**config.mk**
```make
export PLATFORM = sky130hd
export DESIGN_NAME = odf_out_reg
export DESIGN_NICKNAME = d
export VERILOG_FILES = /design/src/sv/odf_pkg.sv /design/src/sv/odf_out_reg.sv
export SDC_FILE = /design/constraint.sdc
export NUM_CORES = 1
export LEC_CHECK = 0
export BUFFER_PORTS_ARGS = -buffer_cell sky130_fd_sc_hd__buf_2
export CORE_AREA = 2 2 64 51
export DETAILED_ROUTE_END_ITERATION = 10
export DIE_AREA = 0 0 66 53
export PLACE_DENSITY = 0.73
export SYNTH_ARGS = -nofsm -noshare
export SYNTH_HDL_FRONTEND = slang
export SYNTH_SLANG_ARGS = --single-unit
```
**constraint.sdc**
```tcl
create_clock -name clk -period 2.2 [get_ports clk]
set_clock_uncertainty 0.2 [all_clocks]
set_input_delay 0.44 -clock clk [delete_from_list [all_inputs] [get_ports clk]]
set_output_delay 0.44 -clock clk [all_outputs]
set_load 0.03 [all_outputs]
```
**src/sv/odf_pkg.sv**
```systemverilog
// Shared types and constants for the order-preserving duplicate filter.
// No dependencies; used by every other file of the filter.
package odf_pkg;

  localparam int unsigned VALUE_W = 31;

  typedef struct packed {
    logic [VALUE_W-1:0] value;
    logic               is_first;
    logic               end_of_list;
    logic               table_full;
  } result_t;

endpackage

```
**src/sv/odf_out_reg.sv**
```systemverilog
// Output register holding one result word until the consumer takes it.
// Depends on odf_pkg for the result word type.
module odf_out_reg (
  input  logic             clk,
  input  logic             rst,
  input  logic             load_valid,
  output logic             load_ready,
  input  odf_pkg::result_t load_word,
  output logic             out_valid,
  input  logic             out_stall,
  output odf_pkg::result_t out_word
);

  assign load_ready = !out_valid || !out_stall;

  always_ff @(posedge clk) begin
    if (rst) begin
      out_valid <= 1'b0;
    end else if (load_ready) begin
      out_valid <= load_valid;
    end
  end

  always_ff @(posedge clk) begin
    if (load_valid && load_ready) begin
      out_word <= load_word;
    end
  end

endmodule
```
After elaboration in Yosys (flattened, before gate mapping)

Cells that the tools add are included.

Input port bits: 38
Output and inout port bits: 36
Logic and storage cells: 9
Bits in registers: 35

Reductions and logical operators: 4

Operators by type and width:

| kind              | number |
|---|---|
| logical NOT 1 bit | 2 |
| logical AND 1 bit | 1 |
| logical OR 1 bit  | 1 |

Logic depth before layout (Yosys ltp)

Gate-level depths: netlist of run 1.

Depth in word-level cells: 3
Depth in mapped cells: 2
Gate-level depth less buffers: 2

Least setup slack after synthesis of run 1

OpenSTA, ideal clock, no wires.

Path type: reg2reg
Start: register out_valid
End: register out_word[0] (netlist bit) (enable)
Cell stages (with the launch flop): 3
Period minus slack after synthesis: 2.185 ns
Setup slack: 0.015 ns
Path buffers: 0
Required time: 1.606 ns
Setup time: 0.394 ns
Arrival: 1.591 ns
Cells stage by stage: dfxtp_1 -> nand2_1 -> and2_1

Longest elaborated chain between the ends: 3

Ends and longest elaborated chain:

| item                   | RTL line          | source |
|---|---|---|
| from (decl)            | odf_out_reg.sv:9  | `output logic out_valid,` |
| from (signal assigned) | odf_out_reg.sv:20 | `out_valid <= load_valid;` |
| logical NOT 1 bit      | odf_out_reg.sv:14 | `assign load_ready = !out_valid \|\| !out_stall;` |
| logical OR 1 bit       | odf_out_reg.sv:14 |  |
| named net load_ready   | odf_out_reg.sv:7  | `output logic load_ready,` |
| logical AND 1 bit      | odf_out_reg.sv:25 | `if (load_valid && load_ready) begin` |
| to (signal assigned)   | odf_out_reg.sv:26 | `out_word <= load_word;` |
| to (decl)              | odf_out_reg.sv:11 | `output odf_pkg::result_t out_word` |

The timed path passes the listed nets, and every way through them passes these cells.
A chain may end at the register's enable or synchronous reset.

Final worst setup path of run 1

Start: register out_valid
End: output port load_ready

Longest elaborated chain between the ends: 2

Ends and longest elaborated chain:

| item              | RTL line |
|---|---|
| logical NOT 1 bit | odf_out_reg.sv:14 |
| logical OR 1 bit  | odf_out_reg.sv:14 |
| to (decl)         | odf_out_reg.sv:7 |

No other way between the ends.

==> metrics.md, run 1 <==
| Metric | Value |
|---|---|
| Status | `finished clean` |
| Nature of the critical path endpoint | `output port` |
| Die Y | `roughly 53 µm` |
| Initial antenna violation count | `0` |
| Clk buf depth | `2` |
| CTS buffer count | `5` |
| CP peak stage delay | `approximately 0.36 ns` |
| Post-layout minimum cycle time | `about 1.5 ns` |
| Yosys reg bits | `35` |
| Clock slew at reported path FFs | `roughly 0.070 ns` |
| Met1 global-route usage | `slightly below 10%` |
| Fin util | `55.66%` |
| Worst Path Required | `1.56 ns` |
| Min-Delay Path Class | `in -> reg` |
| Slew Limit Headroom | `between 80% and 90%` |
| DR vias/cell | `about 4.2` |
| Seq/Total Area, Yosys | `between 90% and 100%` |
| FILL cells | `250` |
| Final period util | `a little over two thirds` |
| Pre-CTS WS | `about 0.63 ns` |
| Worst EP arrival | `0.89 ns` |
| P_leak | `0.6885 nW` |
| Met2 usage | `22.73%` |
| Syn Inst Count | `39` |
| Peak supply drop | `between 0.5 and 0.6 mV` |
| GRT Util Overall | `between 10% and 20%` |
| Initial core utilization | `between 30% and 40%` |
| Hold Fails Final Rpt | `0` |
| Largest net degree at the start of global routing | `21` |
| Syn nets | `77` |
| DIE WIDTH | `roughly 66 µm` |
| Post-Syn Area | `1060 µm²` |
| Post-Route WL | `2023 µm` |
| CP cell instances | `nand2_1, buf_2` |
| Kind of critical path | `reg -> out` |
| Slew Viols, Final | `0` |
| Number of global-route vias before repair | `slightly above 700` |
| CTS Root Cell | `clkbuf_8` |
| Met3 usage | `around an eighth` |
| Area Growth Syn to Fin | `49.70%` |
| Core region area | `roughly 2900 µm²` |
| Max Freq | `between 600 and 700 MHz` |
| Synth Warn # | `0` |
| Post-synth top area share | `96.34%` |
| Share of layout cells above drive strength 1 | `approximately two thirds` |
| Number of setup violations in the final report | `0` |
| First-pass GRT wire length | `roughly 3000 µm` |
| Max-cap viol count | `0` |
| Full die area | `around 3500 µm²` |
| Grt peak-use layer | `met2` |
| Antenna Cells | `0` |
| Top cells by area, synth | `edfxtp_1 96%, dfxtp_1 1.9%, and2_1 0.59%, a21oi_1 0.47%, nand2_1 0.35%` |
| Starting DRT DRC Count | `8` |
| Router iterations before antenna repair | `4` |
| Power per cell area | `around 900 nW/µm²` |
| Final ANT Viol Nets | `0` |
| Slew @ Worst Pin | `about 0.25 ns` |
| Setup ws final | `0.6709 ns` |
| DP Wirelength | `around 1600 µm` |
| Vias | `669` |
| Final #Nets | `approximately 160` |
| Post-synth top area cell | `edfxtp_1` |
| Critical Path Slowest Stage Cell | `dfxtp_1` |
| Syn avg cell area | `27.17 µm²` |
| Gp weighted congestion | `~0.67` |
| Number of top-level pins | `74` |
| GRT Residual Overflow | `0` |
| Input/output buffers | `73` |
| Postcts setup bufs | `0` |
| Post-CTS sizing | `0` |
| CTS tree | `done` |
| Clock Sinks | `35` |
| # rows | `17` |
| H-tree depth | `2` |
| RSZ-0062 raised after global routing | `no` |
| CP Max Fanout | `3` |
| Avg WL per Cell | `12.64 µm` |
| Post-CTS Hold Fix Bufs | `0` |
| DR DRC count | `0` |
| Startpoint types | `flip-flop` |
| Setup TNS | `0 ns` |
| Clk Latency, worst-skew pair | `0.28 ns` |
| Post-synth cell types | `6` |
| Hold Slack | `about 0.12 ns` |
Yosys cell counts (all sizes together):
library cell / count
edfxtp: 34
a21oi: 1
and2: 1
dfxtp: 1
nand2: 1
nor2: 1
path summary, 6_finish.rpt:
path	start	end	slack [ns]	depth (start not counted)
hold reg to reg	out_valid$_SDFFE_PP0P_	out_valid$_SDFFE_PP0P_	0.38	2
hold / removal	rst	out_valid$_SDFFE_PP0P_	0.12	2
setup reg to reg	out_valid$_SDFFE_PP0P_	out_word[5]$_DFFE_PP_	0.86	3
setup / recovery	out_valid$_SDFFE_PP0P_	load_ready	0.67	2
metrics by stage:
| step | instance area (µm²) | power [mW] | std cells |
|---|---|---|---|
| finish | 1587 | 1.429 | 160 |
| global route | 1587 | 1.493 | 160 |
| CTS | 1587 | 1.454 | 160 |
| global placement | 1488 | 0.9654 | 152 |
| floorplan | 1060 | 0.8963 | 39 |
| detailed placement | 1488 | 0.9709 | 152 |
cell type report:
type / instances / area [µm²] / area share, %
Sequential cell: 35 / 1041 / 65.62
Clock inverter: 2 / 16.27 / 1.025
Clock buffer: 6 / 82.58 / 5.205
Tap cell: 38 / 47.55 / 2.997
Multi-Input combinational cell: 4 / 18.77 / 1.183
Timing Repair Buffer: 75 / 380.4 / 23.97
kinds of logic (layout without fill, tap and decap cells):
kind of cell	count (synthesis)	in the layout	share of synthesized area (%)
AO/OA/AOI/OAI	1	1	0.4718
flip-flops	35	35	98.23
AND/OR/NAND/NOR	3	3	1.298
buffers and inverters	0	83	0
cell usage in the layout (no fill, tap or decap):
master      instances
buf_4               2
clkbuf_8            6
nand2_1             1
clkinvlp_4          1
edfxtp_1           34
clkinv_4            1
and2_1              1
a21oi_1             1
buf_2              73
dfxtp_1             1
nor2_1              1
state kept, by name, indices dropped and copies added (netlist names):
signal     count
out_valid      1
out_word      34
routing by layer:
layer	part of all wire, %	wire (µm)
met4	1.7	34
met1	31	629
met2	49	995
met5	0	0
met3	18	364
report_power, final:
group	leakage, nW	switching [mW]	total [mW]	internal, mW
clock network	0.0474	0.221	0.476	0.255
registers	0.337	0.00923	0.786	0.777
logic	0.304	0.115	0.166	0.0517
total	0.688	0.345	1.43	1.08
worst max-delay path, delay by kind of cell (launching register included):
kind | cells | cell delay [ns]
buf+inv | 1 | 0.18
flops | 1 | 0.36
simple gates | 1 | 0.07
No activity file was read; power rests on OpenSTA's default activity.
==> run 2: changes to the inputs <==
==> constraint.sdc (replaced) <==
create_clock -name clk -period 1.6 [get_ports clk]
set_clock_uncertainty 0.2 [all_clocks]
set_input_delay 0.32 -clock clk [delete_from_list [all_inputs] [get_ports clk]]
set_output_delay 0.32 -clock clk [all_outputs]
set_load 0.03 [all_outputs]
==> run 2 against run 1 <==
Core utilization increased by 6.6 points; setup slack got worse by 0.49 ns; critical path depth unchanged; final cell count increased by 11%; worst hold slack got worse by 0.10 ns; sequential share of layout area decreased by 6.9 points; global-route usage increased by 0.17 points; die area unchanged.
==> metrics.md, run 2 (synthesized netlist as in run 1, its figures left out) <==
| Metric | Value |
|---|---|
| Worst EP arrival | `roughly 0.9 ns` |
| Crit Reg-Reg Endpoint | `out_word[16]$_DFFE_PP_` |
| Post-CTS Hold Fix Bufs | `18` |
| Min-delay src | `load_word[18]` |
| Die Y | `between 50 and 60 µm` |
| Setup TNS | `0 ns` |
| Input/output buffers | `73` |
| H-tree depth | `2` |
| RSZ-0062 raised after global routing | `no` |
| Pwr Total | `slightly below 2 mW` |
| Top reg by flops | `out_word` |
| Flop2flop setup slack | `between 0.3 and 0.4 ns` |
| GRT Residual Overflow | `0` |
| Starting DRT DRC Count | `1` |
| Kind of critical path | `reg -> out` |
| Slew Limit Headroom | `approximately 88%` |
| Post-layout minimum cycle time | `approximately 1.4 ns` |
| Core region area | `around 2900 µm²` |
| CP peak stage delay | `0.38 ns` |
| DR DRC count | `0` |
| Area Growth Syn to Fin | `67.41%` |
| Initial antenna violation count | `0` |
| Most frequent cells in the layout | `73 x buf_2, 34 x edfxtp_1, 18 x dlygate4sd3_1` |
| Post-Route WL | `2059 µm` |
| Initial core utilization | `a little under two fifths` |
| WHS Endpoint | `out_word[18]$_DFFE_PP_` |
| Max reg flops | `34` |
| Peak supply drop | `between 0.6 and 0.7 mV` |
| Slew Viols, Final | `0` |
| Hold Path Stages | `1` |
| Power per cell area | `between 1000 and 1500 nW/µm²` |
| Max Freq | `around 700 MHz` |
| Clock Sinks | `35` |
| Clk Latency, worst-skew pair | `between 0.2 and 0.3 ns` |
| Number of top-level pins | `74` |
| Regs by FF count | `out_word: 34 flops, out_valid: 1 flops` |
| CTS Root Cell | `clkbuf_8` |
| Router iterations before antenna repair | `2` |
| Startpoint types | `flip-flop` |
| Min-Delay Path Class | `in -> reg` |
| CP cell instances | `nand2_2, buf_2` |
| Number of global-route vias before repair | `748` |
| CTS buffer count | `5` |
| Avg WL per Cell | `11.57 µm` |
| Full die area | `3498 µm²` |
| First-pass GRT wire length | `about 3100 µm` |
| Antenna Cells | `0` |
| Final period util | `just under 90%` |
| GRT Util Overall | `13.11%` |
| Clk buf depth | `2` |
| CP Buf/Inv Count | `1` |
| Final ANT Viol Nets | `0` |
| Max-cap viol count | `0` |
| Area taken by flip-flops and latches | `about 1000 µm²` |
| Slew @ Worst Pin | `around 0.18 ns` |
| Worst Path Required | `between 1 and 1.5 ns` |
| Largest net degree at the start of global routing | `25` |
| Clock slew at reported path FFs | `0.07 ns` |
| CP Max Fanout | `3` |
| Commonest non-fill, non-tap cell in the layout | `buf_2` |
| Number of setup violations in the final report | `0` |
| FF-to-FF Start | `out_valid$_SDFFE_PP0P_` |
| DIE WIDTH | `roughly 66 µm` |
| Worst R2R Path Depth | `3` |
| Share of layout cells above drive strength 1 | `approximately 60%` |
| Status | `finished clean` |
| Gp weighted congestion | `around 0.65` |
| Post-CTS sizing | `0` |
| Vias | `between 700 and 800` |
| FILL cells | `238` |
| CTS tree | `done` |
| # rows | `17` |
| Hold Fails Final Rpt | `0` |
| Nature of the critical path endpoint | `output port` |
| Area occupied by multi-input gates | `roughly 24 µm²` |
| DR vias/cell | `~4` |
| Final #Nets | `between 150 and 200` |
| Critical Path Slowest Stage Cell | `dfxtp_1` |
| Postcts setup bufs | `0` |
| P_leak | `about 0.77 nW` |
| Critical path's top delay family | `flip-flops` |
run 2: cell count changes in the layout (fill, tap and decap cells not counted), sizes merged:
cell / previous run / this run
dlygate4sd3: 0 / 18
clkinv: 1 / 2
clkbuf: 6 / 5
run 2: layout make-up:
class / instances / share of cell area [%]
clock buffers: 5 / 3.879
clock inverters: 3 / 1.128
multi-input cells: 4 / 1.340
flip-flops and latches: 35 / 58.67
well taps: 38 / 2.680
repair buffers: 93 / 32.30
run 2: metal layers:
metal | wire length [µm] | track usage (%) | share of wire, % | vias up
met5 | 0 | 0 | 0 | -
met2 | 1018 | 21.89 | 49 | 51
met4 | 38 | 9.184 | 1.8 | 0
met3 | 365 | 9.787 | 18 | 5
met1 | 636 | 10.62 | 31 | 324
li1 | - | - | - | 354
run 2: how the worst max path moves through the flow:
| stage | depth (start not counted) | to | from |
|---|---|---|---|
| 2_1_floorplan | 2 | out_word[0]$_DFFE_PP_ | out_valid$_SDFFE_PP0P_ |
| 3_3_place_gp | 4 | out_word[2]$_DFFE_PP_ | out_stall |
| 3_5_place_dp | 4 | out_word[5]$_DFFE_PP_ | out_stall |
| 4_1_cts | 2 | load_ready | out_valid$_SDFFE_PP0P_ |
| 5_1_grt | 2 | load_ready | out_valid$_SDFFE_PP0P_ |
| 6_report | 2 | load_ready | out_valid$_SDFFE_PP0P_ |
run 2: power by group:
group | switching [mW] | internal [mW]
combinational | 0.165 | 0.106
clock | 0.288 | 0.302
sequential | 0.0117 | 1.07
run 2: per-stage QoR:
step           util [%]  instance area [µm²]  hold slack [ns]  cells  worst slack, ns
3_3_place_gp      52.81                 1505           0.2766    152           0.2919
5_1_grt           62.25                 1774         0.002745    178           0.1389
6_report          62.25                 1774          0.01673    178           0.1820
3_5_place_dp      52.81                 1505           0.2854    152           0.2712
2_1_floorplan         -                 1065           0.1924     39          0.05798
4_1_cts           62.25                 1774        0.0004788    178           0.1745
==> run 3: changes to the inputs <==
--- a/config.mk
+++ b/config.mk
@@ -6,10 +6,12 @@
 export NUM_CORES = 1
 export LEC_CHECK = 0
 export BUFFER_PORTS_ARGS = -buffer_cell sky130_fd_sc_hd__buf_2
+export CAP_MARGIN = 20
 export CORE_AREA = 2 2 64 51
 export DETAILED_ROUTE_END_ITERATION = 10
 export DIE_AREA = 0 0 66 53
-export PLACE_DENSITY = 0.73
+export GPL_ROUTABILITY_DRIVEN = 0
+export PLACE_DENSITY_LB_ADDON = 0.2
 export SYNTH_ARGS = -nofsm -noshare
 export SYNTH_HDL_FRONTEND = slang
 export SYNTH_SLANG_ARGS = --single-unit
==> run 3 against run 2 <==
Sequential cell count is the same; final cell count shrank 7.3%; total power grew 5.7%; clock power increased by 24%; critical path type unchanged; highest routed layer unchanged; core utilization decreased by 4.2 points; combinational power shrank 12%; sequential power barely moved; sequential share of layout area grew 4.2 points; first-iteration DRC count rose to 15 times the previous value; via count decreased by 9.9%; worst hold slack got worse by 0.0019 ns; critical path depth stayed put.
==> metrics.md, run 3 (synthesized netlist as in run 1, its figures left out) <==
| Metric | Value |
|---|---|
| CP Max Fanout | `3` |
| Top reg by flops | `out_word` |
| GRT Util Overall | `a little over a tenth` |
| Regs by FF count | `out_word: 34 flops, out_valid: 1 flops` |
| Antenna Cells | `0` |
| Final #Nets | `164` |
| Peak supply drop | `slightly below 0.7 mV` |
| Most frequent cells in the layout | `73 x buf_2, 34 x edfxtp_1, 7 x dlygate4sd3_1` |
| Area Growth Syn to Fin | `56.20%` |
| Clk Latency, worst-skew pair | `0.27 ns` |
| Max Freq | `722.6 MHz` |
| Post-CTS sizing | `0` |
| Slew Viols, Final | `0` |
| Clock Sinks | `35` |
| Nature of the critical path endpoint | `output port` |
| Kind of critical path | `reg -> out` |
| Die Y | `53 µm` |
| Post-layout minimum cycle time | `around 1.4 ns` |
| P_leak | `approximately 0.7 nW` |
| Worst EP arrival | `roughly 0.86 ns` |
| DR vias/cell | `around 4` |
| Post-Route WL | `~1800 µm` |
| Full die area | `around 3500 µm²` |
| Core region area | `between 2000 and 3000 µm²` |
| Worst Path Required | `1.08 ns` |
| Number of setup violations in the final report | `0` |
| Setup TNS | `0 ns` |
| DR DRC count | `0` |
| Area occupied by multi-input gates | `around 24 µm²` |
| CTS buffer count | `5` |
| Number of top-level pins | `74` |
| Final period util | `just under 90%` |
| Input/output buffers | `73` |
| FILL cells | `approximately 240` |
| Clk buf depth | `2` |
| Slew @ Worst Pin | `0.4278 ns` |
| Finished Layout Cells | `~170` |
| Router iterations before antenna repair | `3` |
| Slew Limit Headroom | `a little under three quarters` |
| DP Area | `1478 µm²` |
| Status | `finished clean` |
| Power per cell area | `between 1000 and 1500 nW/µm²` |
| GRT Residual Overflow | `0` |
| Final ANT Viol Nets | `0` |
| Pwr Total | `approximately 2.1 mW` |
| First-pass GRT wire length | `roughly 2400 µm` |
| Share of layout cells above drive strength 1 | `between 60% and 70%` |
| Startpoint types | `flip-flop` |
| Max-cap viol count | `0` |
| CTS Root Cell | `clkbuf_8` |
| # rows | `17` |
| Starting DRT DRC Count | `15` |
| Worst R2R Path Depth | `2` |
| H-tree depth | `2` |
| RSZ-0062 raised after global routing | `no` |
| Largest net degree at the start of global routing | `35` |
| Commonest non-fill, non-tap cell in the layout | `buf_2` |
| Max reg flops | `34` |
| Dpl cells | `150` |
| Avg WL per Cell | `around 11 µm` |
| Initial antenna violation count | `0` |
| Initial core utilization | `approximately 37%` |
| Clock slew at reported path FFs | `roughly 0.070 ns` |
| CTS tree | `done` |
| Area taken by flip-flops and latches | `between 1000 and 1500 µm²` |
| DIE WIDTH | `66 µm` |
| Min-Delay Path Class | `in -> reg` |
| Hold Fails Final Rpt | `0` |
| Vias | `between 600 and 700` |
| Number of global-route vias before repair | `approximately 560` |
| Hold Path Stages | `1` |
| Final Instance Area | `between 1500 and 2000 µm²` |
run 3: cell count changes in the layout (fill, tap and decap cells not counted):
cell / before / now
buf_12: 1 / 0
buf_4: 1 / 0
bufinv_16: 0 / 1
clkinv_2: 0 / 1
clkinv_4: 1 / 0
clkinvlp_4: 1 / 0
dlygate4sd3_1: 18 / 7
run 3: final cells by class:
class | count | share of cell area, %
clock buffers | 5 | 4.157
repair buffers | 80 | 26.30
well taps | 38 | 2.872
multi-input cells | 4 | 1.436
flip-flops and latches | 35 | 62.89
clock inverters | 3 | 2.343
run 3: final timing paths:
path / from / endpoint / slack (ns)
hold / removal: load_word[30] / out_word[30]$_DFFE_PP_ / 0.01
setup / recovery: out_valid$_SDFFE_PP0P_ / load_ready / 0.22
setup reg to reg: out_valid$_SDFFE_PP0P_ / out_word[11]$_DFFE_PP_ / 0.24
hold reg to reg: out_valid$_SDFFE_PP0P_ / out_valid$_SDFFE_PP0P_ / 0.33
run 3: repair_timing:
item                                   CTS  global route
buffers inserted                         0             0
endpoints found under the hold margin    1             6
hold buffers                             1             6
run 3: critical path: stages (launching register included):
cell,delay (ns)
dfxtp_1,0.35
nand2_2,0.06
buf_2,0.17
run 3: metrics by stage:
stage	utilization, %	setup WS, ns	hold WS (ns)
4_1_cts	55.97	0.2016	0.003924
6_report	58.08	0.2160	0.01480
2_1_floorplan	-	0.05798	0.1924
5_1_grt	58.08	0.1740	0.0002684
3_3_place_gp	51.84	0.1415	0.2766
3_5_place_dp	51.84	0.1206	0.2891
run 3: routing by layer:
| layer | wire [µm] | global-route usage (%) |
|---|---|---|
| met1 | 677 | 10.47 |
| met2 | 961 | 17.17 |
| met3 | 190 | 5.745 |
| met4 | 14 | 7.143 |
| met5 | 0 | 0 |
run 3: where the power goes:
part / internal, mW / switching [mW]
clock network: 0.455 / 0.278
logic: 0.0797 / 0.159
registers: 1.07 / 0.0117
