## config.mk

```make
export PLATFORM = sky130hd
export DESIGN_NAME = odf_scan_ctrl
export DESIGN_NICKNAME = d
export VERILOG_FILES = /design/src/sv/odf_pkg.sv /design/src/sv/odf_scan_ctrl.sv
export SDC_FILE = /design/constraint.sdc
export NUM_CORES = 1
export LEC_CHECK = 0
export ABC_AREA = 1
export BUFFER_PORTS_ARGS = -buffer_cell sky130_fd_sc_hd__buf_2
export CAP_MARGIN = 0
export CORE_MARGIN = 5
export CORE_UTILIZATION = 35
export CTS_CLUSTER_DIAMETER = 60
export DETAILED_ROUTE_END_ITERATION = 6
export PLACE_DENSITY = 0.62
export SETUP_SLACK_MARGIN = 0.15
export SKIP_LAST_GASP = 1
export SLEW_MARGIN = 5
export SYNTH_ARGS = -nofsm -noshare
export SYNTH_HDL_FRONTEND = slang
export SYNTH_SLANG_ARGS = --single-unit
```

## constraint.sdc

```tcl
create_clock -name clk -period 9.4 [get_ports clk]
set_clock_uncertainty 0.15 [all_clocks]
set_input_delay 0.94 -clock clk [delete_from_list [all_inputs] [get_ports clk]]
set_output_delay 0.94 -clock clk [all_outputs]
set_load 0.005 [all_outputs]
```

## src/sv/odf_pkg.sv

```systemverilog
// Shared types and constants for the order-preserving duplicate filter.
// No dependencies; used by every other file of the filter.
package odf_pkg;

  localparam int unsigned VALUE_W = 31;

  typedef struct packed {
    logic [VALUE_W-1:0] value;
    logic               is_first;
    logic               end_of_list;
    logic               table_full;
  } result_t;

endpackage

```

## src/sv/odf_scan_ctrl.sv

```systemverilog
// Scan controller: takes a word, walks the seen table one entry per cycle,
// then appends a new value and keeps the fill count. Depends on odf_pkg.
module odf_scan_ctrl #(
  parameter int unsigned SEEN_DEPTH = 256,
  parameter int unsigned IDX_W      = $clog2(SEEN_DEPTH),
  parameter int unsigned CNT_W      = $clog2(SEEN_DEPTH + 1)
) (
  input  logic                        clk,
  input  logic                        rst,
  input  logic                        in_valid,
  output logic                        in_stall,
  input  logic [odf_pkg::VALUE_W-1:0] in_value,
  input  logic                        in_last,
  output logic                        rd_en,
  output logic [IDX_W-1:0]            rd_addr,
  input  logic [odf_pkg::VALUE_W-1:0] rd_data,
  output logic                        wr_en,
  output logic [IDX_W-1:0]            wr_addr,
  output logic [odf_pkg::VALUE_W-1:0] wr_data,
  output logic                        res_valid,
  input  logic                        res_ready,
  output odf_pkg::result_t            res
);

  typedef enum logic [2:0] {
    ST_IDLE   = 3'b001,
    ST_SCAN   = 3'b010,
    ST_RESULT = 3'b100
  } state_t;

  state_t                      state;
  logic [CNT_W-1:0]            count;
  logic [CNT_W-1:0]            issue_idx;
  logic                        pend;
  logic [odf_pkg::VALUE_W-1:0] value_r;
  logic                        last_r;
  logic                        first_r;
  logic                        full_r;
  logic                        match;

  always_comb begin
    in_stall  = (state != ST_IDLE);
    rd_en     = (state == ST_SCAN) && (issue_idx < count);
    rd_addr   = issue_idx[IDX_W-1:0];
    match     = pend && (rd_data == value_r);
    res_valid = (state == ST_RESULT);
    res       = '{value: value_r, is_first: first_r, end_of_list: last_r, table_full: full_r};
    wr_en     = res_valid && res_ready && first_r && !full_r;
    wr_addr   = count[IDX_W-1:0];
    wr_data   = value_r;
  end

  always_ff @(posedge clk) begin
    if (rst) begin
      state <= ST_IDLE;
      count <= '0;
      pend  <= 1'b0;
    end else begin
      case (state)
        ST_IDLE: begin
          if (in_valid) begin
            value_r   <= in_value;
            last_r    <= in_last;
            issue_idx <= '0;
            pend      <= 1'b0;
            state     <= ST_SCAN;
          end
        end
        ST_SCAN: begin
          if (match) begin
            first_r <= 1'b0;
            full_r  <= 1'b0;
            state   <= ST_RESULT;
          end else if (!rd_en) begin
            first_r <= 1'b1;
            full_r  <= (count == CNT_W'(SEEN_DEPTH));
            state   <= ST_RESULT;
          end else begin
            issue_idx <= issue_idx + CNT_W'(1);
            pend      <= 1'b1;
          end
        end
        ST_RESULT: begin
          if (res_ready) begin
            if (last_r) begin
              count <= '0;
            end else if (wr_en) begin
              count <= count + CNT_W'(1);
            end
            state <= ST_IDLE;
          end
        end
        default: begin
          state <= ST_IDLE;
        end
      endcase
    end
  end

endmodule

```

======== Word level (Yosys, flattened, before mapping) ========
Index checks and enable logic that the tools add are counted.
word-level totals
  register bits ........................... 56
  output and inout bits ................... 85
cells by class
  add/subtract/negate cells ............... 2
  order comparisons ....................... 1
  eq/ne operators ......................... 12
  mux-type cells .......................... 17
  bitwise gates (word level) .............. 1
  reductions and logical operators ........ 14
operator list
  kind                                                                    number
  9-bit 2-to-1 mux                                                        5
  31-bit equality test                                                    1
  9-bit by 1-bit adder with 9-bit output (second input constant)          2
  9-bit one-hot mux with 2 select lines                                   1
  3-bit 2-to-1 mux                                                        4
  3-bit AND reduction                                                     4
  9-bit equality test (second input constant)                             1
  9-bit less-than comparator                                              1
  3-bit one-hot mux with 3 select lines                                   1
  2-bit != test (second input constant)                                   3
  1-bit logical AND                                                       5
  1-bit 2-to-1 mux                                                        5
  5-bit AND reduction                                                     1
  2-bit by 1-bit != test with 1-bit output (second input constant)        2
  4-bit AND reduction                                                     1
  2-bit nonzero test                                                      2
  3-bit by 1-bit equality test with 1-bit output (second input constant)  1
  3-bit by 2-bit equality test with 1-bit output (second input constant)  1
  3-bit equality test (second input constant)                             1
  3-bit by 1-bit != test with 1-bit output (second input constant)        1
  3-bit != test (second input constant)                                   1
  1-bit one-hot mux with 2 select lines                                   1
  1-bit logical NOT                                                       1
  1-bit NOT                                                               1

======== Logic depth before layout (Yosys ltp) ========
Gate-level depths: netlist (run 1).
  depth in word-level cells ............... 6
  depth in mapped cells ................... 14
  mapped depth without buffers ............ 14

======== Worst setup path after synthesis (run 1) ========
Ideal clock, no wire load.
  kind .................................... input to register
  start ................................... in rst
  end ..................................... reg last_r, enable pin
  setup time .............................. 461 ps
  arrival ................................. 3384 ps
  required time ........................... 8789 ps
  path slack .............................. 5405 ps
  cell stages on the path ................. 2
  buffers on the path ..................... 1
  cell sequence ........................... clkbuf_1 -> nor3_1
on the way
  longest elaborated chain between the ends .. 2
RTL lines
  what                                  line                 RTL
  start, declared                       odf_scan_ctrl.sv:9   input logic rst,
  1-bit NOT (no source line)            -
  3-bit AND reduction (no source line)  -
  end signal, assigned                  odf_scan_ctrl.sv:63  last_r <= in_last;
  end, declared                         odf_scan_ctrl.sv:36  logic last_r;
Every way passes these cells.
A chain may end at the register's enable or synchronous reset.

======== Worst setup path after layout (run 1) ========
  start ................................... reg count[7]
  end ..................................... out rd_en
on the way
  longest elaborated chain between the ends .. 2
RTL lines
  what                        line                 RTL
  start, declared             odf_scan_ctrl.sv:32  logic [CNT_W-1:0] count;
  start signal, assigned      odf_scan_ctrl.sv:88  count <= count + CNT_W'(1);
  9-bit less-than comparator  odf_scan_ctrl.sv:43  rd_en = (state == ST_SCAN) && (issue_idx < count);
  1-bit logical AND           odf_scan_ctrl.sv:43
  end, declared               odf_scan_ctrl.sv:14  output logic rd_en,
Every way passes these cells.

==> results of run 1 <==
==> layout make-up <==
class / instances / area [um2] / area share (%)
clock buffers: 7 / 87.6 / 2.06
clock inverters: 1 / 6.26 / 0.147
inverters: 97 / 364 / 8.55
multi-input cells: 251 / 1310 / 30.9
flip-flops and latches: 56 / 1550 / 36.4
well taps: 136 / 170 / 4.00
repair buffers: 152 / 763 / 17.9
==> state kept, by name, indices dropped and copies added, names as in the netlist <==
register   flops
count          9
first_r        1
full_r         1
issue_idx      9
last_r         1
pend           1
state          3
wr_data       31
==> logic make-up (layout without fill, tap and decap cells) <==
logic type / Yosys count / in the layout / share of synthesized area [%]
adders and majority gates: 11 / 11 / 3.82
buffers and inverters: 148 / 257 / 20.6
DFF: 56 / 56 / 43.1
AOI/OAI and AO/OA: 33 / 33 / 5.42
and+or+nand+nor: 199 / 199 / 25.1
xor gates and xnor gates: 8 / 8 / 1.94
==> worst max-delay path, stage by stage, from the launching register on <==
cell and delay, ns:
sky130_fd_sc_hd__dfxtp_1 0.43, sky130_fd_sc_hd__inv_1 0.10, sky130_fd_sc_hd__ha_1 0.28, sky130_fd_sc_hd__nand2_1 0.07, sky130_fd_sc_hd__nor2_1 0.17, sky130_fd_sc_hd__o211ai_1 0.11, sky130_fd_sc_hd__and3_1 0.23, sky130_fd_sc_hd__inv_1 0.06
sky130_fd_sc_hd__nor2_1 0.04, sky130_fd_sc_hd__buf_2 0.13
==> path summary, 6_finish.rpt <==
check                from  depth (start not counted)           end  slack [ns]
max              count[7]                          9         rd_en        6.38
min                  pend                          2          pend        0.32
max reg2reg  issue_idx[4]                          9  issue_idx[2]        6.74
min reg2reg          pend                          2          pend        0.32
==> synthesized netlist by cell type (all sizes together) <==
cell type / count
clkbuf: 1
o21bai: 1
a211oi: 1
o2111ai: 3
nand2: 124
nor4: 5
edfxtp: 43
nor3b: 4
nor3: 8
nor2: 32
a21oi: 18
o211ai: 1
o21a: 1
a31oi: 1
ha: 11
o221ai: 1
o21ai: 6
inv: 97
dfxtp: 13
xnor2: 8
and3: 1
nand3: 16
nand4: 9
buf: 50
==> power groups by stage <==
stage / logic (mW) / registers [mW] / clock network, mW
floorplan: 0.102 / 0.321 / 0
global placement: 0.144 / 0.325 / 0
detailed placement: 0.147 / 0.326 / 0
CTS: 0.148 / 0.320 / 0.150
global route: 0.167 / 0.325 / 0.158
finish: 0.146 / 0.320 / 0.141
==> cell usage in the layout, fill, tap and decap left out, types with 2 or more instances in the layout <==
master / n
sky130_fd_sc_hd__nand2_2: 3
sky130_fd_sc_hd__nor2_1: 29
sky130_fd_sc_hd__nor3_1: 7
sky130_fd_sc_hd__nand2_4: 3
sky130_fd_sc_hd__nor2_4: 2
sky130_fd_sc_hd__nor3b_1: 3
sky130_fd_sc_hd__a21oi_1: 17
sky130_fd_sc_hd__clkbuf_8: 6
sky130_fd_sc_hd__edfxtp_1: 43
sky130_fd_sc_hd__nand3_2: 2
sky130_fd_sc_hd__o2111ai_1: 3
sky130_fd_sc_hd__buf_2: 151
sky130_fd_sc_hd__nor4_1: 5
sky130_fd_sc_hd__dfxtp_1: 13
sky130_fd_sc_hd__xnor2_1: 8
sky130_fd_sc_hd__ha_1: 11
sky130_fd_sc_hd__o21ai_0: 5
sky130_fd_sc_hd__inv_1: 97
sky130_fd_sc_hd__nand2_1: 118
sky130_fd_sc_hd__nand4_1: 9
sky130_fd_sc_hd__nand3_1: 14
==> through the flow <==
stage,total power [mW],hold slack [ns],util [%]
global route,0.650,0.372,41.8
CTS,0.618,0.326,41.8
finish,0.606,0.319,41.8
detailed placement,0.473,0.309,40.9
global placement,0.469,0.331,40.9
floorplan,0.423,0.289,-
==> per-layer routing <==
| layer | vias to the layer above | wire [um] |
|---|---|---|
| li1 | 1592 | - |
| met1 | 1395 | 3770 |
| met2 | 122 | 4770 |
| met3 | 12 | 747 |
| met4 | 0 | 156 |
| met5 | - | 0 |
==> flow_summary.toml, run 1 <==
[worst_setup_path]
worst-path-max-fanout = 5
worstSetupStartpointType = "flop"
worstPathArrival_ns = 1.93
crit_required_ns = 8.31
timing_worst_setup_path_type = "reg -> out"
setup.worst_path.end_class = "primary output"

[global_route]
grt-ovfl-total = 0
grt_start_max_net_pins = 33
grt_pass1_vias = 3209
grt-busiest-layer = "met2"
grt_use_met1_pct = 17.1
grt_antenna_before_repair = 0
grt_first_pass_wirelength_um = 15400
gr-usage-all-layers_pct = 15.1
gr-usage-met3_pct = 3.53
grt.met2_usage_pct = 28.3

[clock_network]
clk_root_buffer_cell = "sky130_fd_sc_hd__clkbuf_8"
tritoncts = "done"
cts.repair_timing.setup_buffer_count = 0
clkTransAtPathRegs_ns = 0.11
clkSinkCount = 56
clock_path_buffers = 2
count_of_hold_fix_buffers_inserted_at_cts = 0
cts_buf_count = 5
worst_skew_pair.late_latency_ns = 0.31
cts_resized = 0
htree_levels = 2

[sta]
timing.final.crit_share_pct = 32.2
finalWorstSetupSlack_ns = 6.38
finalHoldViolCount = 0
timing.max_slew.rel_slack_pct = 49.8
finalSetupTns_ns = 0
rsz0062_at_grt = "false"
slew_at_the_pin_closest_to_its_max_slew_limit_ns = 0.748
layout_min_cycle_time_ns = 3.02
finalSetupViolCount = 0
max_freq_mhz = 331
count_of_pins_over_their_slew_limit = 0

[cells_and_area]
design.final.nets = 641
antenna_cells = 0
final-instance-count-excl-fill = 700
design_area_final_mm2 = 0.00426
final.fill_count = 1080
drive_gt1_share_pct = 30.9
syn_to_final_growth_pct = 18.1

[synth]
synth_top_cells_by_area = "sky130_fd_sc_hd__edfxtp_1, sky130_fd_sc_hd__nand2_1, sky130_fd_sc_hd__buf_4"
avgSynthCellArea_um2 = 7.92
yosys_warnings = 0
postSynthRegisterBits = 56
post-synth-top-area-fraction_pct = 35.8
post_synth_instance_area_mm2 = 0.00360
synth.net_count = 533
netlist_instances = 455
seq_area_frac_synth_pct = 43.1
netlist-cell-type-count = 32
yosysTopAreaCell = "sky130_fd_sc_hd__edfxtp_1"

[route]
drc_errors = 0
post_drt_wl_per_cell_um = 13.5
route.final.wire_length_um = 9440
route.antenna.remaining_nets = 0
via_per_inst = 4.46
dr_total_vias = 3121
detail_route.first_pass.iterations = 4
drtIter0Drc = 134

[placed_design]
pre_cts_slack_ns = 6.42
place_hpwl_um = 7890
globalplace.congestion = 0.852
port_buffers = 151
placed_cells = 692
dpl_cell_area_mm2 = 0.00416

[power_and_ir_drop]
swShare_pct = 31.0
pwr-share-seq_pct = 52.7
power_per_cell_area_mw_per_mm2 = 142
comb_power_share_pct = 24.0
power_frac_clock_pct = 23.3
cell_internal_pwr_uw = 418
p_switching_uw = 188
p_leak_nw = 2.24
maximum_resistive_drop_on_vdd_mv = 0.0854

[flow_run]
max-cap-violations = 0

[floorplan]
fp.coreArea_mm2 = 0.0102
die_h_um = 111
std_cell_rows = 37
die_area_mm2 = 0.0124
initial_utilization_pct = 35.4
pin_count = 152
die_width_um = 111

[run_status]
outcome = "finished, final reports clean"

[hold_path]
worstHoldPathType = "reg -> reg"
Power figures use the tool's default switching activity.
==> run 2: changes to the inputs <==
==> constraint.sdc (replaced) <==
create_clock -name clk -period 2.8 [get_ports clk]
set_clock_uncertainty 0.15 [all_clocks]
set_input_delay 0.28 -clock clk [delete_from_list [all_inputs] [get_ports clk]]
set_output_delay 0.28 -clock clk [all_outputs]
set_load 0.005 [all_outputs]
==> run 2 against run 1 <==
Net effect: combinational power grew to 3.7 times the previous value; sequential cell count stayed put; sequential share of layout area is 2.7 points lower; die area stayed put; non-clock buffer count is 34 higher; global-route usage is 0.63 points higher; via count is 4.0% higher; design area is 8.1% higher; largest cell class unchanged.
==> flow_summary.toml, run 2 (synthesis gave the netlist of run 1 again) <==
[cells_and_area]
largest_register_ff_count = 31
drive_gt1_share_pct = 29.4
syn_to_final_growth_pct = 27.6
mostFrequentLayoutCell = "sky130_fd_sc_hd__buf_2"
final_cell_mix = "sky130_fd_sc_hd__buf_2, sky130_fd_sc_hd__nand2_1, sky130_fd_sc_hd__inv_1, sky130_fd_sc_hd__edfxtp_1, sky130_fd_sc_hd__dlygate4sd3_1"
antenna_cells = 0
design.final.nets = 675

[worst_setup_path]
crit_slowest_cell = "sky130_fd_sc_hd__edfxtp_1"
worstRegToRegCells = 9
worst-path-max-fanout = 5
worst_path_largest_cell_delay_ns = 0.47
crit_reg_reg_startpoint = "issue_idx[6]"
worstPathArrival_ns = 1.88
setup.worst_path.end_class = "primary output"
worstSetupStartpointType = "flop"
critPathCapture = "rd_en"
crit_required_ns = 2.37
reg2reg_slack_ns = 0.54
timing_worst_setup_path_type = "reg -> out"
path_cells = "ha_1, a21oi_1, o21a_1, and3_1, inv_1, nor2_1, buf_2"
startpoint = "issue_idx[6]"
reg2reg_to = "issue_idx[5]"

[floorplan]
die_area_mm2 = 0.0124
std_cell_rows = 37
die_width_um = 111
die_h_um = 111
pin_count = 152
initial_utilization_pct = 35.4
fp.coreArea_mm2 = 0.0102

[clock_network]
clk_root_buffer_cell = "sky130_fd_sc_hd__clkbuf_8"
htree_levels = 2
cts_resized = 0
clkTransAtPathRegs_ns = 0.11
count_of_hold_fix_buffers_inserted_at_cts = 32
cts.repair_timing.setup_buffer_count = 0
clock_path_buffers = 2
tritoncts = "done"
cts_buf_count = 5
clkSinkCount = 56
worst_skew_pair.late_latency_ns = 0.31

[route]
drc_errors = 0
drtIter0Drc = 98
post_drt_wl_per_cell_um = 13.3
route.final.wire_length_um = 9780
route.antenna.remaining_nets = 0
dr_total_vias = 3245
detail_route.first_pass.iterations = 4
via_per_inst = 4.42

[global_route]
grt-ovfl-total = 0
grt-busiest-layer = "met2"
gr-usage-met3_pct = 4.29
grt_start_max_net_pins = 33
grt_first_pass_wirelength_um = 15900
grt_pass1_vias = 3190
gr-usage-all-layers_pct = 15.7
grt_antenna_before_repair = 0
grt_use_met1_pct = 17.6
grt.met2_usage_pct = 29.6

[power_and_ir_drop]
p_leak_nw = 2.39
power_per_cell_area_mw_per_mm2 = 454
maximum_resistive_drop_on_vdd_mv = 0.254

[hold_path]
worstHoldPathType = "in -> reg"

[sta]
finalSetupTns_ns = 0
finalWorstSetupSlack_ns = 0.492
max_freq_mhz = 433
timing.max_slew.rel_slack_pct = 71.2
count_of_pins_over_their_slew_limit = 0
rsz0062_at_grt = "false"
finalSetupViolCount = 0
slew_at_the_pin_closest_to_its_max_slew_limit_ns = 0.433
finalHoldViolCount = 0
timing.final.crit_share_pct = 82.4
layout_min_cycle_time_ns = 2.31

[run_status]
outcome = "finished, final reports clean"

[placed_design]
place_hpwl_um = 7750
globalplace.congestion = 0.854
port_buffers = 151
pre_cts_slack_ns = 0.577

[flow_run]
max-cap-violations = 0
==> run 2: cell types whose count changed in the layout (fill, tap and decap cells not counted), sizes merged <==
cell         delta
inv             +1
buf             +2
dlygate4sd3    +32
clkbuf          -1
==> run 2: cell type report <==
type	instances	area [um2]
fillers	1019	5590
inverters	97	364
clock buffers	6	82.6
clock inverters	2	12.5
well taps	136	170
multi-input cells	251	1320
repair buffers	186	1100
flip-flops and latches	56	1550
==> run 2: worst max-delay path: cells and delay by family (launching register included) <==
| kind | cells | cell delay (ns) |
|---|---|---|
| compound gates | 2 | 0.28 |
| fa+ha+maj | 1 | 0.35 |
| buf+inv | 2 | 0.19 |
| flops | 1 | 0.47 |
| simple gates | 2 | 0.29 |
==> run 2: layer usage <==
layer / wire [um] / vias to the layer above / part of all wire, %
met2: 5060 / 114 / 52
li1: - / 1658 / -
met3: 683 / 14 / 7.0
met5: 0 / - / 0
met1: 3890 / 1459 / 40
met4: 139 / 0 / 1.4
==> run 2: worst min path at each step <==
stage | from | end | cells after the start
floorplan | in_last | last_r | 0
global placement | in_value[16] | wr_data[16] | 1
detailed placement | in_value[14] | wr_data[14] | 1
CTS | rst | count[1] | 2
global route | rst | pend | 2
finish | rst | count[1] | 2
==> run 2: power breakdown <==
part | internal, mW | switching [mW] | total [mW]
registers | 0.994 | 0.0751 | 1.07
logic | 0.241 | 0.299 | 0.539
clock network | 0.203 | 0.276 | 0.479
==> run 2: through the flow <==
step	cells	utilization (%)	total power [mW]	instance area, um2	hold slack [ns]
after floorplan	455	-	1.42	3610	0.229
after global placement	694	41.1	1.58	4180	0.307
after detailed placement	694	41.1	1.60	4180	0.308
after CTS	734	45.2	2.12	4600	0.0935
after global routing	734	45.2	2.23	4600	0.0946
final	734	45.2	2.09	4600	0.106
==> run 3: changes to the inputs <==
--- a/config.mk
+++ b/config.mk
@@ -12,7 +12,7 @@
 export CORE_UTILIZATION = 35
 export CTS_CLUSTER_DIAMETER = 60
 export DETAILED_ROUTE_END_ITERATION = 6
-export PLACE_DENSITY = 0.62
+export PLACE_DENSITY = 0.64
 export SETUP_SLACK_MARGIN = 0.15
 export SKIP_LAST_GASP = 1
 export SLEW_MARGIN = 5
==> constraint.sdc (replaced) <==
create_clock -name clk -period 2 [get_ports clk]
set_clock_uncertainty 0.15 [all_clocks]
set_input_delay 0.2 -clock clk [delete_from_list [all_inputs] [get_ports clk]]
set_output_delay 0.2 -clock clk [all_outputs]
set_load 0.005 [all_outputs]
==> run 3 against run 2 <==
Net effect: the run now ends with negative setup slack left; routed wire length up 10%; die area unchanged; register-to-register slack got worse by 0.76 ns; sequential cell count stayed put; sequential power is 39% higher; combinational power is 130% higher; via count rose by 9.2%; clock power grew 50%; total power grew 65%; sequential share of layout area fell by 4.4 points; critical endpoint is now issue_idx[0]; largest cell class unchanged.
==> flow_summary.toml, run 3 (synthesis gave the netlist of run 1 again) <==
[cells_and_area]
final-seq-area_mm2 = 0.00156
final_cell_mix = "sky130_fd_sc_hd__buf_2, sky130_fd_sc_hd__nand2_1, sky130_fd_sc_hd__inv_1, sky130_fd_sc_hd__edfxtp_1, sky130_fd_sc_hd__buf_4"
mostFrequentLayoutCell = "sky130_fd_sc_hd__buf_2"
antenna_cells = 0
drive_gt1_share_pct = 42.4
largest_register_ff_count = 31
final.fill_count = 966
syn_to_final_growth_pct = 47.3
final_standard_cell_utilization_of_the_core_pct = 52.1
design.final.nets = 726
multiInputGateArea_mm2 = 0.00156

[floorplan]
fp.coreArea_mm2 = 0.0102
initial_utilization_pct = 35.4
die_width_um = 111
die_area_mm2 = 0.0124
pin_count = 152
die_h_um = 111
std_cell_rows = 37

[sta]
max_freq_mhz = 451
slew_at_the_pin_closest_to_its_max_slew_limit_ns = 0.369
timing.max_slew.rel_slack_pct = 75.4
finalWorstSetupSlack_ns = -0.217
finalSetupTns_ns = -2.76
finalHoldViolCount = 0
layout_min_cycle_time_ns = 2.22
rsz0062_at_grt = "true"
timing.final.crit_share_pct = 111
finalSetupViolCount = 14
count_of_pins_over_their_slew_limit = 0

[worst_setup_path]
path_cells = "ha_4, nand2_2, inv_2, nor2_2, o21a_1, and3_4, buf_6, nand2_4, nand2_4, nand2_4, nor2_4, buf_6, buf_12"
worst_path_largest_cell_delay_ns = 0.44
reg2reg_to = "issue_idx[0]"
setup.worst_path.end_class = "flop"
reg2reg_slack_ns = -0.22
worstRegToRegCells = 13
crit_required_ns = 1.89
crit_slowest_cell = "sky130_fd_sc_hd__edfxtp_1"
crit_reg_reg_startpoint = "issue_idx[8]"
worstPathArrival_ns = 2.11
worst_path_dominant_cell_family = "simple AND/OR/NAND/NOR gates"
critical-path-top-cell-by-count = "sky130_fd_sc_hd__nand2_4"
worst-path-max-fanout = 5
path_buf_inv = 4
timing_worst_setup_path_type = "reg -> reg"
worstSetupStartpointType = "flop"

[global_route]
grt_antenna_before_repair = 0
grt-ovfl-total = 0
gr-usage-all-layers_pct = 16.6
grt_start_max_net_pins = 33
grt_first_pass_wirelength_um = 17000
grt_pass1_vias = 3540

[route]
detail_route.first_pass.iterations = 5
post_drt_wl_per_cell_um = 13.7
route.antenna.remaining_nets = 0
dr_total_vias = 3542
drc_errors = 0
drtIter0Drc = 202
via_per_inst = 4.51
route.final.wire_length_um = 10800

[clock_network]
cts_buf_count = 5
htree_levels = 2
clock_path_buffers = 2
tritoncts = "done"
clkTransAtPathRegs_ns = 0.11
worst_skew_pair.late_latency_ns = 0.32
clkSinkCount = 56
clk_root_buffer_cell = "sky130_fd_sc_hd__clkbuf_8"

[flow_run]
max-cap-violations = 0

[power_and_ir_drop]
power_per_cell_area_mw_per_mm2 = 648
p_leak_nw = 2.70
maximum_resistive_drop_on_vdd_mv = 0.312

[run_status]
violated_checks = "negative setup slack"
outcome = "complete, but fails checks"

[placed_design]
port_buffers = 151
globalplace.congestion = 0.845
place_hpwl_um = 8230

[hold_path]
hold_path_startpoint = "res_ready"
hold-path-cell-count = 4
worstHoldPathType = "in -> reg"
min_delay_worst_endpoint = "state[2]"
==> run 3: power breakdown <==
group,internal (mW),leakage [nW],switching [mW]
logic,0.639,2.14,0.596
clock network,0.323,0.0534,0.395
registers,1.39,0.510,0.0966
==> run 3: timing repair <==
| item | in CTS | in global routing |
|---|---|---|
| pin swaps | 6 | 15 |
| setup endpoints to repair | 15 | 19 |
| hold buffers | 32 | 0 |
| setup buffers | 9 | 6 |
| gates cloned | 1 | 0 |
| hold endpoints to repair | 32 | 0 |
| gates resized for setup | 16 | 43 |
==> run 3: per-stage QoR <==
step	instance area, um2	instances	worst slack [ns]	power [mW]	hold slack [ns]
final	5310	785	-0.217	3.44	0.0675
after global routing	5310	785	-0.274	3.64	0.0759
after CTS	5100	779	-0.238	3.31	0.0570
after detailed placement	4490	729	-0.121	2.37	0.228
after global placement	4490	729	-0.0506	2.34	0.227
after floorplan	3650	455	-0.0472	2.03	0.149
==> run 3: per-layer routing <==
| layer | vias up | GRT usage [%] | wire [um] |
|---|---|---|---|
| met5 | - | 0 | 0 |
| met4 | 0 | 5.92 | 243 |
| met3 | 23 | 4.08 | 688 |
| met2 | 129 | 30.9 | 5660 |
| met1 | 1622 | 18.3 | 4160 |
| li1 | 1768 | - | - |
==> run 3: worst register-to-register path, delay by kind of cell, from the launching register on <==
kind | cells | cell delay [ns]
flip-flops | 1 | 0.44
AND/OR/NAND/NOR | 7 | 0.61
AO/OA/AOI/OAI | 1 | 0.12
adder cells (fa/ha/maj) | 1 | 0.26
buffers and inverters | 4 | 0.35
==> run 3: area by class of cell <==
class | count | share of cell area, %
clock buffer | 7 | 1.84
clock inverter | 1 | 0.0943
multi-input combinational | 251 | 29.3
sequential | 56 | 29.3
inverter | 97 | 6.91
timing repair buffer | 237 | 29.3
tap | 136 | 3.21
==> run 3: worst max-delay path by stage <==
stage	from	to	slack, ns	depth (start not counted)
final	issue_idx[8]	issue_idx[0]	-0.22	13
after global routing	count[2]	issue_idx[7]	-0.27	13
after CTS	issue_idx[8]	rd_en	-0.24	9
after detailed placement	issue_idx[8]	issue_idx[8]	-0.12	10
after global placement	issue_idx[8]	issue_idx[8]	-0.05	10
after floorplan	state[0]	last_r	-0.05	4
